**config.mk**
```make
export PLATFORM = sky130hd
export DESIGN_NAME = sorted_array_insert_core_flat
export DESIGN_NICKNAME = d
export VERILOG_FILES = /design/src/sv/sai_pkg.sv /design/src/sv/sai_if.sv /design/src/sv/sorted_array_insert_core.sv /design/src/sv/sai_front.sv /design/src/sv/sai_back.sv /design/src/flat_wrapper.sv
export SDC_FILE = /design/constraint.sdc
export NUM_CORES = 2
export LEC_CHECK = 0
export BUFFER_PORTS_ARGS = -buffer_cell sky130_fd_sc_hd__buf_4
export CAP_MARGIN = 0
export CORE_AREA = 2 2 356 358
export DETAILED_ROUTE_END_ITERATION = 12
export DIE_AREA = 0 0 358 360
export SYNTH_ARGS = -nofsm -noshare
export SYNTH_HDL_FRONTEND = slang
export SYNTH_HIERARCHICAL = 1
export SYNTH_SLANG_ARGS = --single-unit
```
**constraint.sdc**
```tcl
create_clock -name clk -period 5.3 [get_ports clk]
set_input_delay 0.795 -clock clk [delete_from_list [all_inputs] [get_ports clk]]
set_output_delay 0.795 -clock clk [all_outputs]
set_load 0.01 [all_outputs]
```
**src/sv/sai_pkg.sv**
```systemverilog
`timescale 1ns / 1ps
// Shared types and constants for the sorted array insert block.
// No dependencies; every other file of the block uses this package.
package sai_pkg;

  localparam int DEPTH = 32;
  localparam int IDX_W = $clog2(DEPTH);
  localparam int CNT_W = $clog2(DEPTH + 1);
  localparam int VAL_W = 32;

  typedef enum logic [1:0] {
    OP_CLEAR  = 2'd0,
    OP_APPEND = 2'd1,
    OP_INSERT = 2'd2
  } op_t;

  typedef enum logic [1:0] {
    STAT_OK       = 2'd0,
    STAT_UNSORTED = 2'd1,
    STAT_FULL     = 2'd2
  } status_t;

  typedef enum logic [1:0] {
    CMD_CLEAR,
    CMD_APPEND,
    CMD_INSERT
  } cmd_kind_t;

  typedef struct packed {
    cmd_kind_t               kind;
    logic signed [VAL_W-1:0] value;
  } cmd_t;

  typedef enum logic [2:0] {
    S_IDLE,
    S_SHIFT_RD,
    S_SHIFT_CMP,
    S_EMIT_RD,
    S_EMIT_OUT
  } state_t;

endpackage

```
**src/sv/sai_if.sv**
```systemverilog
`timescale 1ns / 1ps
// Valid/ready channel interfaces for the operation and result streams.
// Depends on sai_pkg for the value width.
interface sai_in_if;
  logic                             valid;
  logic                             ready;
  logic [1:0]                       op;
  logic signed [sai_pkg::VAL_W-1:0] value;

  modport source (output valid, op, value, input ready);
  modport sink (input valid, op, value, output ready);
endinterface

interface sai_out_if;
  logic                             valid;
  logic                             ready;
  logic signed [sai_pkg::VAL_W-1:0] element;
  logic [1:0]                       status;
  logic                             last;

  modport source (output valid, element, status, last, input ready);
  modport sink (input valid, element, status, last, output ready);
endinterface

```
**src/sv/sorted_array_insert_core.sv**
```systemverilog
`timescale 1ns / 1ps
// Top level of the sorted array insert block: front end, command queue, back end.
// Depends on sai_pkg, sai_if, sai_front and sai_back.
//
// The block keeps up to 32 signed 32-bit elements in a single-port store with
// a registered read. Clear and append give no result; an append to a full
// store is dropped, and an append below the previous element marks the store
// unsorted. An insert into a sorted store that is not full walks down from the
// top, reading each element and then comparing and writing it one slot up,
// places the value ahead of any equal elements, then emits the whole new array
// one element at a time with last on the final one. An insert into an
// unsorted or full store gives one error result (element 0, last set) and
// changes nothing.
// A two-entry command queue sits between the front end and the sequencer, and
// the result register lets the sequencer run on while a transfer is pending.
module sorted_array_insert_core (
  input  logic       clk,
  input  logic       rst,
  sai_in_if.sink     items,
  sai_out_if.source  results
);
  import sai_pkg::*;

  // Queue head handed from the front end to the sequencer
  logic q_valid;
  cmd_t q_cmd;
  logic q_pop;

  sai_front u_front (
    .clk     (clk),
    .rst     (rst),
    .items   (items),
    .q_valid (q_valid),
    .q_cmd   (q_cmd),
    .q_pop   (q_pop)
  );

  // Hold the head command until its work is done, then advance the queue
  sai_back u_back (
    .clk     (clk),
    .rst     (rst),
    .q_valid (q_valid),
    .q_cmd   (q_cmd),
    .q_pop   (q_pop),
    .results (results)
  );

endmodule

```
**src/sv/sai_front.sv**
```systemverilog
`timescale 1ns / 1ps
// Front end: accepts operations, decodes them and queues commands.
// Depends on sai_pkg and sai_in_if.
module sai_front (
  input  logic         clk,
  input  logic         rst,
  sai_in_if.sink       items,
  output logic         q_valid,
  output sai_pkg::cmd_t q_cmd,
  input  logic         q_pop
);
  import sai_pkg::*;

  cmd_t       fifo [2];
  logic       wr_ptr;
  logic       rd_ptr;
  logic [1:0] fill;
  logic       known_op;
  logic       push;
  cmd_t       dec;

  // Decode the op code; the unused code is taken and dropped
  always_comb begin
    known_op  = 1'b1;
    dec.value = items.value;
    dec.kind  = CMD_CLEAR;
    case (items.op)
      OP_CLEAR:  dec.kind = CMD_CLEAR;
      OP_APPEND: dec.kind = CMD_APPEND;
      OP_INSERT: dec.kind = CMD_INSERT;
      default:   known_op = 1'b0;
    endcase
  end

  assign items.ready = (fill != 2'd2);
  assign push        = items.valid && items.ready && known_op;
  assign q_valid     = (fill != 2'd0);
  assign q_cmd       = fifo[rd_ptr];

  always_ff @(posedge clk) begin
    if (push) begin
      fifo[wr_ptr] <= dec;
    end
  end

  always_ff @(posedge clk) begin
    if (rst) begin
      wr_ptr <= 1'b0;
      rd_ptr <= 1'b0;
      fill   <= 2'd0;
    end else begin
      if (push) begin
        wr_ptr <= ~wr_ptr;
      end
      if (q_pop) begin
        rd_ptr <= ~rd_ptr;
      end
      case ({push, q_pop})
        2'b10:   fill <= fill + 2'd1;
        2'b01:   fill <= fill - 2'd1;
        default: fill <= fill;
      endcase
    end
  end

endmodule

```
**src/sv/sai_back.sv**
```systemverilog
`timescale 1ns / 1ps
// Back end: element store, shift and emit sequencer, result register.
// Depends on sai_pkg and sai_out_if.
module sai_back (
  input  logic          clk,
  input  logic          rst,
  input  logic          q_valid,
  input  sai_pkg::cmd_t q_cmd,
  output logic          q_pop,
  sai_out_if.source     results
);
  import sai_pkg::*;

  logic signed [VAL_W-1:0] mem [DEPTH];
  logic signed [VAL_W-1:0] rd_data;
  logic                    mem_we;
  logic [IDX_W-1:0]        mem_waddr;
  logic signed [VAL_W-1:0] mem_wdata;
  logic                    mem_re;
  logic [IDX_W-1:0]        mem_raddr;

  state_t                  state, state_next;
  logic [CNT_W-1:0]        count, count_next;
  logic                    unsorted, unsorted_next;
  logic signed [VAL_W-1:0] last_val, last_val_next;
  logic [CNT_W-1:0]        idx, idx_next;

  logic                    out_valid;
  logic signed [VAL_W-1:0] out_element;
  status_t                 out_status;
  logic                    out_last;
  logic                    out_free;
  logic                    load_out;
  logic signed [VAL_W-1:0] load_element;
  status_t                 load_status;
  logic                    load_last;
  logic                    place;
  logic                    is_full;

  assign out_free = !out_valid || results.ready;
  assign is_full  = (count == CNT_W'(DEPTH));

  always_comb begin
    state_next    = state;
    count_next    = count;
    unsorted_next = unsorted;
    last_val_next = last_val;
    idx_next      = idx;
    q_pop         = 1'b0;
    mem_we        = 1'b0;
    mem_waddr     = idx[IDX_W-1:0];
    mem_wdata     = q_cmd.value;
    mem_re        = 1'b0;
    mem_raddr     = idx[IDX_W-1:0];
    load_out      = 1'b0;
    load_element  = '0;
    load_status   = STAT_OK;
    load_last     = 1'b1;
    place         = 1'b0;
    case (state)
      S_IDLE: begin
        if (q_valid) begin
          case (q_cmd.kind)
            CMD_CLEAR: begin
              count_next    = '0;
              unsorted_next = 1'b0;
              q_pop         = 1'b1;
            end
            CMD_APPEND: begin
              q_pop = 1'b1;
              if (!is_full) begin
                mem_we        = 1'b1;
                mem_waddr     = count[IDX_W-1:0];
                count_next    = count + CNT_W'(1);
                last_val_next = q_cmd.value;
                if (count != '0 && last_val > q_cmd.value) begin
                  unsorted_next = 1'b1;
                end
              end
            end
            CMD_INSERT: begin
              if (unsorted || is_full) begin
                if (out_free) begin
                  load_out    = 1'b1;
                  load_status = unsorted ? STAT_UNSORTED : STAT_FULL;
                  q_pop       = 1'b1;
                end
              end else begin
                idx_next   = count;
                state_next = S_SHIFT_RD;
              end
            end
            default: q_pop = 1'b1;
          endcase
        end
      end
      S_SHIFT_RD: begin
        if (idx == '0) begin
          place = 1'b1;
        end else begin
          mem_re     = 1'b1;
          mem_raddr  = IDX_W'(idx - CNT_W'(1));
          state_next = S_SHIFT_CMP;
        end
      end
      S_SHIFT_CMP: begin
        if (rd_data >= q_cmd.value) begin
          mem_we     = 1'b1;
          mem_wdata  = rd_data;
          idx_next   = idx - CNT_W'(1);
          state_next = S_SHIFT_RD;
        end else begin
          place = 1'b1;
        end
      end
      S_EMIT_RD: begin
        mem_re     = 1'b1;
        state_next = S_EMIT_OUT;
      end
      S_EMIT_OUT: begin
        if (out_free) begin
          load_out     = 1'b1;
          load_element = rd_data;
          load_last    = (idx + CNT_W'(1) == count);
          if (load_last) begin
            state_next = S_IDLE;
          end else begin
            idx_next   = idx + CNT_W'(1);
            state_next = S_EMIT_RD;
          end
        end
      end
      default: state_next = S_IDLE;
    endcase

    // Drop the new value into its slot, retire the command, start the run
    if (place) begin
      mem_we     = 1'b1;
      mem_wdata  = q_cmd.value;
      count_next = count + CNT_W'(1);
      q_pop      = 1'b1;
      idx_next   = '0;
      state_next = S_EMIT_RD;
      if (count == '0 || q_cmd.value > last_val) begin
        last_val_next = q_cmd.value;
      end
    end
  end

  always_ff @(posedge clk) begin
    if (mem_we) begin
      mem[mem_waddr] <= mem_wdata;
    end
    if (mem_re) begin
      rd_data <= mem[mem_raddr];
    end
  end

  always_ff @(posedge clk) begin
    if (rst) begin
      state    <= S_IDLE;
      count    <= '0;
      unsorted <= 1'b0;
      idx      <= '0;
    end else begin
      state    <= state_next;
      count    <= count_next;
      unsorted <= unsorted_next;
      idx      <= idx_next;
    end
  end

  always_ff @(posedge clk) begin
    last_val <= last_val_next;
    if (load_out) begin
      out_element <= load_element;
      out_status  <= load_status;
      out_last    <= load_last;
    end
  end

  always_ff @(posedge clk) begin
    if (rst) begin
      out_valid <= 1'b0;
    end else if (load_out) begin
      out_valid <= 1'b1;
    end else if (results.ready) begin
      out_valid <= 1'b0;
    end
  end

  assign results.valid   = out_valid;
  assign results.element = out_element;
  assign results.status  = out_status;
  assign results.last    = out_last;

  a_count_bound: assert property (@(posedge clk) disable iff (rst)
    count <= CNT_W'(DEPTH))
    else $error("element count above store depth");

  a_shift_not_full: assert property (@(posedge clk) disable iff (rst)
    (state == S_SHIFT_RD || state == S_SHIFT_CMP) |-> (count < CNT_W'(DEPTH) && !unsorted))
    else $error("shift running on a full or unsorted store");

  a_error_is_last: assert property (@(posedge clk) disable iff (rst)
    (out_valid && out_status != STAT_OK) |-> out_last)
    else $error("error result not marked last");

  a_pop_needs_cmd: assert property (@(posedge clk) disable iff (rst)
    q_pop |-> q_valid)
    else $error("queue popped while empty");

  a_emit_in_range: assert property (@(posedge clk) disable iff (rst)
    (state == S_EMIT_RD || state == S_EMIT_OUT) |-> idx < count)
    else $error("emit index past element count");

endmodule
```
**src/flat_wrapper.sv**
```systemverilog
// flat-port wrapper written by rule: the top's interface ports become plain ports
module sorted_array_insert_core_flat import sai_pkg::*;
  (clk, rst, items_valid, items_op, items_value, items_ready, results_valid, results_element, results_status, results_last, results_ready);
  sai_in_if items_i ();
  sai_out_if results_i ();
  input  logic clk;
  input  logic rst;
  input wire logic [$bits(items_i.valid)-1:0] items_valid;
  input wire logic [$bits(items_i.op)-1:0] items_op;
  input wire logic [$bits(items_i.value)-1:0] items_value;
  output wire logic [$bits(items_i.ready)-1:0] items_ready;
  output wire logic [$bits(results_i.valid)-1:0] results_valid;
  output wire logic [$bits(results_i.element)-1:0] results_element;
  output wire logic [$bits(results_i.status)-1:0] results_status;
  output wire logic [$bits(results_i.last)-1:0] results_last;
  input wire logic [$bits(results_i.ready)-1:0] results_ready;
  assign items_i.valid = items_valid;
  assign items_i.op = items_op;
  assign items_i.value = items_value;
  assign items_ready = items_i.ready;
  assign results_valid = results_i.valid;
  assign results_element = results_i.element;
  assign results_status = results_i.status;
  assign results_last = results_i.last;
  assign results_i.ready = results_ready;
  sorted_array_insert_core u_core (.clk(clk), .rst(rst), .items(items_i), .results(results_i));
endmodule
```
== Word-level counts from Yosys, hierarchy flattened ==
Memory sizes are Yosys's and may differ from the RTL's. A register that Yosys moved wholly into a read port is not among the register bits.
Cells that the tools add are included.
Storage, ports and cells
  register bits after elaboration: 88
  output and inout port bits: 37
  logic and storage cells: 155
  memories: 2
  memory bits (writable): 1092
  bits of input ports: 38
Cells by class
  multiplexer cells: 71
  eq/ne operators: 29
  magnitude comparators: 3
  add/sub/neg operators: 5
  reductions and logical operators: 30
  bitwise operators: 2
Memory list
  u_core.u_back.mem: depth 32, width 32, read ports 1, clocked after memory_dff 1, wr ports 1, line sai_back.sv:14  | logic signed [VAL_W-1:0] mem [DEPTH];
  u_core.u_front.fifo: depth 2, width 34, read ports 1, clocked after memory_dff 1, wr ports 1, line sai_front.sv:14  | cmd_t fifo [2];
Operators with widths (number)
  $mux 32: 9
  $gt 32x32->1: 2
  $mux 6: 10
  $ge 32x32->1: 1
  $mux 5: 6
  $mux 1: 27
  $mux 3: 6
  $pmux 6 s3: 1
  $ne 2x2->1 const B: 8
  $ne 3x3->1 const B: 5
  $pmux 3 s5: 1
  $add 6x1->6 const B: 2
  $logic_not 6->1: 2
  $pmux 6 s2: 1
  $reduce_and 6->1: 2
  $reduce_bool 2->1: 6
  $pmux 1 s2: 5
  $reduce_and 5->1: 2
  $pmux 2 s2: 2
  $reduce_and 7->1: 1
  $eq 2x1->1 const B: 3
  $eq 2x2->1 const B: 3
  $eq 3x2->1 const B: 2
  $eq 6x6->1: 1
  other kinds (21): 32

== Depth between registers and ports, before layout ==
  depth after elaboration: 10
  depth in mapped cells: 18
  mapped depth without buffers: 14

== Hierarchy ==
Netlist, hierarchy kept.
Modules (own cells, without submodules)
  sai_back: times used 1, seq. area each 33742.4 µm², area each 46947.5 µm², cells an instance 3457
  sai_front: times used 1, seq. area each 2142.1 µm², area each 2680.1 µm², cells an instance 133

== Worst setup path after synthesis ==
Ideal clock, no wire load.
  kind: register to register
  start point: register (tool-made name)
  end point: memory u_core.u_back.mem[0][0], data pin
  library setup time: 385 ps
  path buffers: 3
  data required time: 4915 ps
  stages on the path, launching flop included: 14
  slack: 1060 ps
  arrival time: 3855 ps
  clock period less this slack: 4240 ps
  path through: dfxtp_1 buf_2 buf_2 mux2_2 inv_1 ha_1 a21oi_1 o21ai_0 a221oi_1 mux2_4 or2_2 nand2_2 buf_4 mux2i_1
RTL lines (line)
  end, declared: sai_back.sv:14

==> summary.txt <==
GRT
  • Initial antenna violation count: 6
  • Largest net degree at the start of global routing: 122
  • Total grt overflow: 0
  • GRT Util Overall: 22.64%
  • Vias in the first global route: 29240
  • First-pass GRT wire length: 211000 um

Min path
  • Hold path endpoint: u_core/u_front/fifo[0][3]
  • Min-delay worst type: input port to flip-flop
  • Hold depth: 1
  • Hold Crit Start: items_value[3]

Timing
  • Worst slew margin: 22.90%
  • Setup violators final: 0
  • Min Clock Period, post-route: 4.800 ns
  • Worst hold slack: 0.2491 ns
  • RSZ-0062 raised after global routing: false
  • Final period util: 90.57%
  • Fmax: 208.3 MHz
  • Fin. max-slew vios: 0
  • Worst slew pin tran: 1.154 ns
  • Setup Skew: 0.02388 ns
  • Fin Setup TNS: 0 ns
  • Final hold violations: 0

Floorplanning
  • Die height: 360 um
  • I/O pins: 75
  • Core area: 0.1249 mm2
  • Starting Density: 39.73%
  • Die Area: 0.1289 mm2
  • Die Wd: 358 um
  • Standard-cell rows: 130

Synth
  • Post-synth ARST share: 0%
  • Mapped cell area: 0.04963 mm2
  • Yosys cell types: 86
  • Post-synthesis sequential area ratio: 72.31%
  • Syn nets: 3697
  • Synth warnings: 6
  • Post-synth EDFFs: 1159
  • Mean Syn Cell Area: 13.82 um2
  • Dominant synthesized flop cell: edfxtp_1
  • Flops & latches, synth: 1213
  • Mapped Cells: 3590

CTS
  • CTS tree: done
  • Clock Sinks: 1213
  • H-tree levels: 3
  • Worst-path clk slew: 0.06 ns
  • Cts hold-fix bufs: 0
  • Post-CTS Resized: 0
  • CTS max path bufs: 3
  • Total CTS buffers: 116
  • Clock Tree Root: clkbuf_16
  • Post-CTS Setup Repair Bufs: 0
  • Clk_lat worst skew: 0.74 ns

Final layout
  • Most frequent cells in the layout: edfxtp_1, nand2_1, nand3_1, nand4_1, buf_4
  • Most common cell after layout, fill and taps aside: edfxtp_1
  • Nets: 3763
  • Post-layout util: 45.17%
  • Fraction of layout instances using a drive strength above 1: 12.72%
  • P&R area growth vs syn: 13.69%

Place
  • Hpwl dp: 80070 um
  • Routability cong.: 0.8861
  • Port-buffer cells: 74

Worst setup path
  • Worst setup EP type: flip-flop
  • CP bufs+invs: 2
  • Critical path cell sequence: mux2_2 -> inv_1 -> ha_1 -> nand4_1 -> nor4_2 -> a221oi_1 -> mux2_4 -> or2_2 -> nand2_2 -> buf_4 -> mux2_2
  • R2r endpoint: u_core/u_back/mem[17][27]
  • Critical path required time: 5.68 ns
  • CP Launch Type: flip-flop
  • Critical Path Max Stage Delay: 0.77 ns
  • Most used cell, CP: mux2_2
  • Crit-path slowest cell: dfxtp_2
  • CP max FO: 32
  • Worst reg2reg setup slack: 0.50 ns
  • Crit path max-delay family: multiplexers
  • Critical path arrival: 5.18 ns
  • Crit Path Category: flip-flop to flip-flop
  • Reg2reg path depth: 11

Power and ir drop
  • Worst vdd ir: 0.4684 mV
  • Leak: 18.64 nW
  • P per Cell Area: 520.3 mW/mm2

Drt
  • Wire per inst: 27.44 um
  • Drt total wl: 148000 um
  • DRC violations left: 0
  • Initial DRC count: 4285
  • Via count: 31460
  • Mean number of vias per cell: 5.833
  • DR pass1 iterations: 6
  • Routed Antenna Nets: 0

Run
  • Max Cap Viol: 0

Run status
  • Status: finished clean
cell usage after synthesis (all sizes together) (4+ instances only):
cell type,n,area share (%)
or3,5,0.063
nor3,12,0.17
nand3b,4,0.061
nor3b,4,0.061
nand3,267,2.7
o2111ai,37,0.65
a2111oi,4,0.083
edfxtp,1159,70
nand2b,11,0.14
inv,79,0.60
buf,138,1.6
nand4,174,2.2
a32oi,129,2.3
or2,4,0.050
mux2i,135,2.7
o22ai,4,0.063
a31oi,5,0.093
xnor2,10,0.18
nor2b,7,0.088
o21ai,24,0.24
and3,36,0.45
nor4,4,0.063
ha,69,1.7
a22oi,5,0.076
xor2,4,0.071
dfxtp,54,2.2
nand2,855,6.5
o31ai,4,0.088
nor2,69,0.52
clkbuf,93,0.71
mux2,67,1.5
o211ai,6,0.091
a21oi,38,0.39
o311ai,32,0.72
stage by stage:
step / setup WS (ns) / instance area (um2) / power (mW) / cells
2_1_floorplan: 1.060 / 49630 / 18.45 / 3590
3_3_place_gp: 0.7186 / 52740 / 21.24 / 5188
3_5_place_dp: 0.6098 / 52740 / 21.32 / 5188
4_1_cts: 0.5847 / 56420 / 29.41 / 5393
5_1_grt: 0.3935 / 56420 / 30.65 / 5393
6_report: 0.4996 / 56420 / 29.36 / 5394
layout make-up:
class | instances | area [um2]
repair buffers | 179 | 1807
inverters | 80 | 300.3
fillers | 11000 | 68500
diodes | 1 | 2.502
clock buffers | 150 | 3092
flip-flops and latches | 1213 | 35890
well taps | 1650 | 2064
multi-input cells | 2066 | 12690
clock inverters | 55 | 584.3
worst max path at each step:
| stage | startpoint | to | depth (start not counted) |
|---|---|---|---|
| 5_1_grt | flip-flop | u_core/u_back/mem[31][7] | 12 |
| 4_1_cts | flip-flop | u_core/u_back/mem[17][27] | 11 |
| 3_5_place_dp | flip-flop | u_core/u_back/mem[6][27] | 11 |
| 2_1_floorplan | flip-flop | u_core/u_back/mem[0][0] | 13 |
| 3_3_place_gp | flip-flop | u_core/u_back/mem[16][27] | 11 |
| 6_report | flip-flop | u_core/u_back/mem[17][27] | 11 |
layer usage:
layer	wire length [um]	part of all wire (%)	track usage [%]	vias up
met1	62610	42	33.11	15940
met2	67210	45	34.53	1602
met4	4612	3.1	7.490	0
met5	0	0	0	-
li1	-	-	-	13700
met3	13600	9.2	3.402	230
cells by family after synthesis:
| kind of cell | count (synthesis) | share of synthesized area (%) |
|---|---|---|
| xor gates and xnor gates | 14 | 0.2471 |
| AOI/OAI and AO/OA | 316 | 5.282 |
| adders and majority gates | 69 | 1.740 |
| buffers and inverters | 311 | 2.897 |
| muxes | 202 | 4.251 |
| and+or+nand+nor | 1465 | 13.28 |
| DFF | 1213 | 72.31 |
sequential cells by signal, summed over array words and instances, names as in the netlist, named ones only:
name,flops
u_core/u_back/rd_data,32
u_core/u_front/fill,2
u_core/u_back/idx,6
u_core/u_back/last_val,32
u_core/u_back/state,3
u_core/u_back/results.valid,1
u_core/u_back/count,6
u_core/u_back/results.status,2
u_core/u_back/mem,1024
u_core/u_back/unsorted,1
u_core/u_front/fifo,68
u_core/u_front/wr_ptr,1
u_core/u_back/results.element,32
u_core/u_back/results.last,1
u_core/u_front/rd_ptr,1
power by group:
group	internal, mW	total, mW	switching, mW
combinational	2.73	8.83	6.10
clock	4.58	8.12	3.54
sequential	12.1	12.4	0.276
total	19.4	29.4	9.92
Power figures use the tool's default switching activity.
